**src/h264aus_pkg.sv**
```systemverilog
// constants and helpers shared by the access unit scanner files
`default_nettype none
package h264aus_pkg;

  localparam logic [7:0] NAL_TYPE_MASK = 8'h1f;
  localparam logic [4:0] NAL_TYPE_IDR  = 5'd5;
  localparam logic [4:0] NAL_TYPE_SPS  = 5'd7;
  localparam logic [4:0] NAL_TYPE_PPS  = 5'd8;

  localparam logic [7:0] SPS_PROFILE_CB   = 8'h42;
  localparam logic [7:0] SPS_CONSTRAINT_CB = 8'hc0;

  localparam int unsigned OUT_TDATA_W = 32;

  typedef enum logic [1:0] {
    SPS_IDLE = 2'd0,
    SPS_PROF = 2'd1,
    SPS_CONS = 2'd2,
    SPS_LVL  = 2'd3
  } sps_phase_t;

  function automatic logic level_ok(input logic [7:0] v);
    level_ok = (v == 8'h1e) || (v == 8'h1f) || (v == 8'h20) || (v == 8'h28) ||
               (v == 8'h29) || (v == 8'h2a) || (v == 8'h32) || (v == 8'h33);
  endfunction

endpackage
`default_nettype wire

```
**src/h264_access_unit_scanner.sv**
```systemverilog
// annex b access unit scanner: start codes, nal types and baseline sps profile
// the result word is registered and is valid in the cycle after the word marked last is taken
// throughput: one input word per cycle, limited only by the output register
// in_tready is low only while a result waits in the output register unclaimed
// reset: synchronous active-low rst_n clears all scan state and the output valid
`default_nettype none
module h264_access_unit_scanner
  import h264aus_pkg::*;
(
  input  wire logic                   clk,
  input  wire logic                   rst_n,
  input  wire logic                   in_tvalid,
  output logic                        in_tready,
  input  wire logic [7:0]             in_tdata,   // data_byte[7:0]
  input  wire logic                   in_tlast,   // last
  output logic                        out_tvalid,
  input  wire logic                   out_tready,
  // has_sps, has_pps, has_idr, profile_valid, profile_level[23:0], zero pad
  output logic [OUT_TDATA_W-1:0]      out_tdata
);

  logic [1:0]  zero_run_r, zero_run_nxt;
  logic        header_next_r, header_next_nxt;
  sps_phase_t  sps_phase_r, sps_phase_nxt;
  logic [15:0] sps_partial_r, sps_partial_nxt;
  logic [2:0]  seen_r, seen_nxt;
  logic [23:0] latched_r, latched_nxt;
  logic        latched_valid_r, latched_valid_nxt;
  logic        out_valid_r, out_valid_nxt;
  logic [OUT_TDATA_W-1:0] out_data_r, out_data_nxt;

  logic        accept;
  logic [4:0]  nal_type;

  assign in_tready  = !out_valid_r || out_tready;
  assign accept     = in_tvalid && in_tready;
  assign out_tvalid = out_valid_r;
  assign out_tdata  = out_data_r;
  assign nal_type   = 5'(in_tdata & NAL_TYPE_MASK);

  always_comb begin
    zero_run_nxt      = zero_run_r;
    header_next_nxt   = header_next_r;
    sps_phase_nxt     = sps_phase_r;
    sps_partial_nxt   = sps_partial_r;
    seen_nxt          = seen_r;
    latched_nxt       = latched_r;
    latched_valid_nxt = latched_valid_r;
    out_valid_nxt     = out_valid_r && !out_tready;
    out_data_nxt      = out_data_r;

    if (accept) begin
      if (header_next_r) begin
        if (nal_type == NAL_TYPE_SPS) begin
          seen_nxt[0]     = 1'b1;
          sps_phase_nxt   = SPS_PROF;
          sps_partial_nxt = 16'h0000;
        end else begin
          sps_phase_nxt = SPS_IDLE;
          if (nal_type == NAL_TYPE_PPS) begin
            seen_nxt[1] = 1'b1;
          end else if (nal_type == NAL_TYPE_IDR) begin
            seen_nxt[2] = 1'b1;
          end
        end
      end else begin
        case (sps_phase_r)
          SPS_PROF: begin
            if (in_tdata == SPS_PROFILE_CB) begin
              sps_partial_nxt = {8'h00, SPS_PROFILE_CB};
              sps_phase_nxt   = SPS_CONS;
            end else begin
              sps_phase_nxt = SPS_IDLE;
            end
          end
          SPS_CONS: begin
            if (in_tdata == SPS_CONSTRAINT_CB) begin
              sps_partial_nxt = {sps_partial_r[7:0], SPS_CONSTRAINT_CB};
              sps_phase_nxt   = SPS_LVL;
            end else begin
              sps_phase_nxt = SPS_IDLE;
            end
          end
          SPS_LVL: begin
            if (level_ok(in_tdata)) begin
              latched_nxt       = {sps_partial_r, in_tdata};
              latched_valid_nxt = 1'b1;
            end
            sps_phase_nxt = SPS_IDLE;
          end
          default: begin
            sps_phase_nxt = SPS_IDLE;
          end
        endcase
      end

      header_next_nxt = (in_tdata == 8'h01) && (zero_run_r == 2'd2);
      if (in_tdata == 8'h00) begin
        zero_run_nxt = (zero_run_r == 2'd2) ? zero_run_r : zero_run_r + 2'd1;
      end else begin
        zero_run_nxt = 2'd0;
      end

      if (in_tlast) begin
        out_valid_nxt = 1'b1;
        out_data_nxt  = {4'h0,
                         (latched_valid_nxt ? latched_nxt : 24'h000000),
                         latched_valid_nxt, seen_nxt[2], seen_nxt[1], seen_nxt[0]};
        zero_run_nxt      = 2'd0;
        header_next_nxt   = 1'b0;
        sps_phase_nxt     = SPS_IDLE;
        sps_partial_nxt   = 16'h0000;
        seen_nxt          = 3'b000;
        latched_nxt       = 24'h000000;
        latched_valid_nxt = 1'b0;
      end
    end
  end

  always_ff @(posedge clk) begin
    if (!rst_n) begin
      zero_run_r      <= 2'd0;
      header_next_r   <= 1'b0;
      sps_phase_r     <= SPS_IDLE;
      sps_partial_r   <= 16'h0000;
      seen_r          <= 3'b000;
      latched_r       <= 24'h000000;
      latched_valid_r <= 1'b0;
      out_valid_r     <= 1'b0;
    end else begin
      zero_run_r      <= zero_run_nxt;
      header_next_r   <= header_next_nxt;
      sps_phase_r     <= sps_phase_nxt;
      sps_partial_r   <= sps_partial_nxt;
      seen_r          <= seen_nxt;
      latched_r       <= latched_nxt;
      latched_valid_r <= latched_valid_nxt;
      out_valid_r     <= out_valid_nxt;
    end
  end

  always_ff @(posedge clk) begin
    out_data_r <= out_data_nxt;
  end

endmodule
`default_nettype wire

```
**config.mk**
```make
export PLATFORM = sky130hd
export DESIGN_NAME = h264_access_unit_scanner
export DESIGN_NICKNAME = d
export VERILOG_FILES = /design/src/h264aus_pkg.sv /design/src/h264_access_unit_scanner.sv
export SDC_FILE = /design/constraint.sdc
export NUM_CORES = 1
export LEC_CHECK = 0
export ABC_AREA = 0
export BUFFER_PORTS_ARGS = -buffer_cell sky130_fd_sc_hd__buf_2
export CAP_MARGIN = 5
export CORE_ASPECT_RATIO = 1.1
export CORE_UTILIZATION = 59
export DETAILED_ROUTE_END_ITERATION = 10
export PLACE_DENSITY = 0.91
export SYNTH_ARGS = -nofsm -noshare
export SYNTH_HDL_FRONTEND = slang
export SYNTH_SLANG_ARGS = --single-unit
```
**constraint.sdc**
```tcl
create_clock -name clk -period 4.48 [get_ports clk]
set_input_delay 0.896 -clock clk [delete_from_list [all_inputs] [get_ports clk]]
set_output_delay 0.896 -clock clk [all_outputs]
set_load 0.005 [all_outputs]
```
After elaboration in Yosys (flattened, before gate mapping)
Index checks and enable logic that the tools add are counted.
- $add $sub $neg: 1
- multipliers: 0
- div/mod/pow operators: 0
- magnitude comparators: 0
- equality and inequality tests: 22
- shifts and indexed selects: 0
- mux-type cells: 34
- bitwise operators: 0
- reductions and logical operators: 18
- operators by type and width (kind ; number):
    two-way mux 24 bit ; 4
    two-way mux 16 bit ; 5
    == test 8 x 6 -> 1 bit, second input constant ; 6
    case mux 16 bit (2 select lines) ; 1
    == test 8 x 5 -> 1 bit, second input constant ; 2
    two-way mux 2 bit ; 8
    two-way mux 1 bit ; 13
    == test 5 x 3 -> 1 bit, second input constant ; 2
    == test 8 x 1 -> 1 bit, second input constant ; 1
    == test 8 x 7 -> 1 bit, second input constant ; 1
    == test 8 bit, second input constant ; 1
    zero test 8 bit ; 1
    logical OR 1 bit ; 8
    inequality test 4 bit, second input constant ; 2
    == test 2 bit, second input constant ; 3
    two-way mux 3 bit ; 2
    == test 5 x 4 -> 1 bit, second input constant ; 1
    AND reduction 5 bit ; 1
    case mux 2 bit (2 select lines) ; 1
    AND reduction 2 bit ; 2
    nonzero test 4 bit ; 1
    logical AND 1 bit ; 3
    inequality test 3 x 2 -> 1 bit, second input constant ; 1
    inequality test 3 bit, second input constant ; 1
    3 further kinds ; 4
- register bits after elaboration: 78
- latch bits: 0
- RAM bits: 0
- bits in read-only memories: 0
- bits of input ports: 13
- output and inout port bits: 34
- word-level logic and storage cells: 85
- memories kept: 0

Logic depth before layout (Yosys ltp)
- depth after elaboration: 13
- mapped depth: 8
- gate-level depth less buffers: 7

Worst setup path after synthesis
No wires, ideal clock.
- path kind: input to register
- start: input port out_tready
- end: register out_data_r[0] (netlist: out_tdata[0]) (enable)
- library setup time: 0.383 ns
- data arrival time: 2.118 ns
- required time: 4.097 ns
- path slack: 1.979 ns
- stages on the path: 5
- buffers on the path: 1
- cell sequence: nand2b_1 > and2_1 > clkbuf_1 > nand2_1 > inv_1
- word-level cells in the longest chain between the ends: 3
- ends and longest elaborated chain (element ; RTL line ; source):
    start, declared ; h264_access_unit_scanner.sv:17 ; input wire logic out_tready,
    logical OR 1 bit ; h264_access_unit_scanner.sv:35 ; assign in_tready = !out_valid_r || out_tready;
    logical AND 1 bit ; h264_access_unit_scanner.sv:36 ; assign accept = in_tvalid && in_tready;
    AND reduction 2 bit (no source line) ; -- ;
    end signal, assigned ; h264_access_unit_scanner.sv:143 ; out_data_r <= out_data_nxt;
    end, declared ; h264_access_unit_scanner.sv:30 ; logic [OUT_TDATA_W-1:0] out_data_r, out_data_nxt;
Every way passes these cells.
A chain may end at the register's enable or synchronous reset.

Worst setup path in the final report
- start: input port in_tdata[1]
- end: register latched_r[20]
- word-level cells in the longest chain between the ends: 12
- elaborated cells between the ends (all ways): 19
- classes of those cells: eq/ne (8); mux (4); reduce/logical (7)
- ends and longest elaborated chain (element ; RTL line ; source):
    start, declared ; h264_access_unit_scanner.sv:14 ; input wire logic [7:0] in_tdata,
    == test 8 x 5 -> 1 bit ; h264aus_pkg.sv:23 ; level_ok = (v == 8'h1e) || (v == 8'h1f) || (v == 8'h20) || (v == 8'h28) ||
    logical OR 1 bit (4 in series) ; h264aus_pkg.sv:23 ;
    logical OR 1 bit (2 in series) ; h264aus_pkg.sv:24 ; (v == 8'h29) || (v == 8'h2a) || (v == 8'h32) || (v == 8'h33);
    logical OR 1 bit * ; h264aus_pkg.sv:24 ;
    two-way mux 24 bit * ; h264_access_unit_scanner.sv:85 ; if (level_ok(in_tdata)) begin
    two-way mux 24 bit * ; h264_access_unit_scanner.sv:67 ; case (sps_phase_r)
    two-way mux 24 bit * ; h264_access_unit_scanner.sv:53 ; if (header_next_r) begin
    two-way mux 24 bit * ; h264_access_unit_scanner.sv:104 ; if (in_tlast) begin
    end signal, assigned ; h264_access_unit_scanner.sv:136 ; latched_r <= latched_nxt;
    end, declared ; h264_access_unit_scanner.sv:27 ; logic [23:0] latched_r, latched_nxt;
Mark *: on every way between the ends. The rest lies on a longest branch, timed or not.

==> impl_metrics.ini <==
[run_status]
run_status = finished, final reports clean

[setup_path]
critical_path_peak_fanout = 41
critical_path_required_ns = 4.76
max_stage_delay_ns = 0.52
critical_path_class = in -> reg
critical_path.slowest_cell = a21o_1
timing.critical_path.cells = buf_2, nor2_2, o21a_1, o2111ai_2, buf_4, a21o_1, and3_1
crit_end_element = register
cp.arrival_ns = 2.69
cp-start-kind = input port

[die]
floorplan.initialDensity = 0.613
design.die.area_mm2 = 0.00508
core_area_mm2 = 0.00462
die-height_um = 74.6
top_level_ports = 47
dieWidth_um = 68.0
floorplan_row_count = 26

[clocking]
cts_num_sinks = 68
cell_at_the_root_of_the_clock_tree = clkbuf_8
clkSlewWorstSetupHoldPaths_ns = 0.07
numCtsBuffers = 9
hold_buffer_count_at_cts = 0
clk_latency_ns = 0.34
cts-resized-gates = 0
postCtsSetupBuffers = 0
ctsLongestPathBuffers = 2
cts_max_level = 3
cts_tree = built

[final_layout]
finalNetCount = 317
num_antenna_cells = 0
final_area_mm2 = 0.00321
area.growth.synth_to_final_pct = 13.4
post_route_cells_drive_above_1_share = 0.220

[power]
max-vdd-ir-drop_v = 0.000254
power_leakage_nw = 1.37
total_power_w = 0.00120
p_per_area_mw_per_mm2 = 375

[synthesis]
synth_compound_gate_area_share = 0.140
synth-edff-count = 28
synth_ff_type = dfxtp_1
yosys_warnings = 0
number_of_standard_cells_after_synthesis = 263
synth.lib_cells_used.distinct = 44
yosys_register_bits = 68
synth-adder-area-share = 0.0177
yosysMostFrequentCell = dfxtp_1
yosys.area_share.xor_xnor = 0
yosys-top-cells-area = edfxtp_1, dfxtp_1, and3_1
mux_share_of_post_synthesis_cell_area = 0.0212
synth_sequential_area_ratio = 0.580
syn-mean-instance-area_um2 = 10.8
post_synthesis_simple_gate_area_fraction = 0.174
post_synth_instance_area_mm2 = 0.00283
synth_top_family_by_area = simple AND/OR/NAND/NOR gates
post_synth_most_frequent_cells = dfxtp_1, edfxtp_1, and3_1
async_reset_ff_frac = 0
yosysTopAreaCell = edfxtp_1
synth_largest_type_area_fraction = 0.297

[detailed_routing]
routed_via_density = 5.77
drcViolationCount = 0
post_drt_wl_per_cell_um = 14.4
first_iter_violations = 293
finalWirelength_mm = 5.19
number_of_vias_in_the_routed_layout = 2084
drtPass1Iterations = 5
postRouteAntennaNets = 0

[global_routing]
initial_antenna_violation_count = 0
wire_length_of_the_first_global_routing_pass_mm = 8.34
grt_max_degree = 42
grtUsageTotal = 0.227
grt_overflow_total = 0
grt_pass1_vias = 1862

[sta]
fmax_ghz = 0.415
fin_worst_hold_slack_ns = 0.472
worstMarginPinSlew_ns = 0.996
final_hold_viol_count = 0
setup_repair_after_global_routing_missed_its_margin = false
report.final.setup_viol = 0
setup-tns-final_ns = 0
layout_worst_path_cycle_share = 0.538
clk_skew_ns = 0.00453
final-max-slew-violation-count = 0
worst_slew_margin_rel = 0.336
period_needed_ns = 2.41

[placed_design]
port_buffers = 42
detailed_place.area_mm2 = 0.00302
finalWeightedCongestion = 0.928
place.detailed.hpwl_mm = 3.41

[worst_hold_path]
worstHoldPathType = reg -> reg

[flow_run]
max-cap-violations = 0
-- state kept, by name, summed over array words and instances, names as in the netlist --
| name | count |
|---|---|
| latched_r | 24 |
| seen_r | 3 |
| out_tvalid | 1 |
| latched_valid_r | 1 |
| zero_run_r | 2 |
| sps_partial_r | 6 |
| header_next_r | 1 |
| out_tdata | 28 |
| sps_phase_r | 2 |
-- path summary, 6_finish.rpt --
| check | start | endpoint | slack (ns) | cells after the start |
|---|---|---|---|---|
| min | latched_r[9] | latched_r[9] | 0.47 | 2 |
| max reg2reg | sps_phase_r[0] | latched_r[2] | 2.41 | 6 |
| max | in_tdata[1] | latched_r[20] | 2.07 | 7 |
| min reg2reg | latched_r[9] | latched_r[9] | 0.47 | 2 |
-- through the flow --
stage,setup slack (ns),util,std cells
2_1_floorplan,1.98,-,266
3_3_place_gp,1.84,0.653,345
3_5_place_dp,1.71,0.653,345
4_1_cts,2.08,0.694,361
5_1_grt,1.93,0.694,361
6_report,2.07,0.694,361
-- power breakdown --
group | internal [W] | leakage, nW | switching (W)
combinational | 0.0000187 | 0.690 | 0.0000423
clock | 0.000255 | 0.103 | 0.000230
sequential | 0.000654 | 0.579 | 0.00000300
-- cell usage in the layout, fill, tap and decap left out, types with 3 or more instances in the layout --
master	count
and3_1	27
buf_2	42
conb_1	4
a21oi_1	9
dfxtp_1	40
a21o_1	4
edfxtp_1	28
nor3_1	3
nor2_1	8
nor4_1	3
nand3_1	16
clkbuf_8	9
a32o_1	7
o21ai_1	12
ha_1	4
nand2_1	21
o22ai_1	4
o2111a_1	3
inv_1	19
mux2i_1	6
clkinv_2	4
-- cell type report --
class,count,area (um^2)
Timing Repair Buffer,43,218
Multi-Input combinational cell,158,1010
Fill cell,349,1410
Clock buffer,9,124
Clock inverter,7,67.6
Inverter,20,75.1
Tap cell,56,70.1
Sequential cell,68,1640
-- per-layer routing --
metal / vias to the layer above / track usage / part of all wire
met2: 81 / 0.342 / 0.47
met1: 962 / 0.295 / 0.44
met4: 0 / 0.130 / 0.029
li1: 1029 / - / -
met5: - / 0 / 0
met3: 12 / 0.0591 / 0.064
-- cells by family after synthesis --
family,count (synthesis)
AO/OA/AOI/OAI,54
adder cells (fa/ha/maj),4
buffers and inverters,40
flip-flops,68
multiplexers,6
other,1
AND/OR/NAND/NOR,90
-- critical path, delay by kind of cell --
kind                   cells  cell delay (ns)
AO/OA/AOI/OAI              3             0.89
buffers and inverters      2             0.55
AND/OR/NAND/NOR            2             0.34
Note: power is estimated with default switching activity, not from simulation.
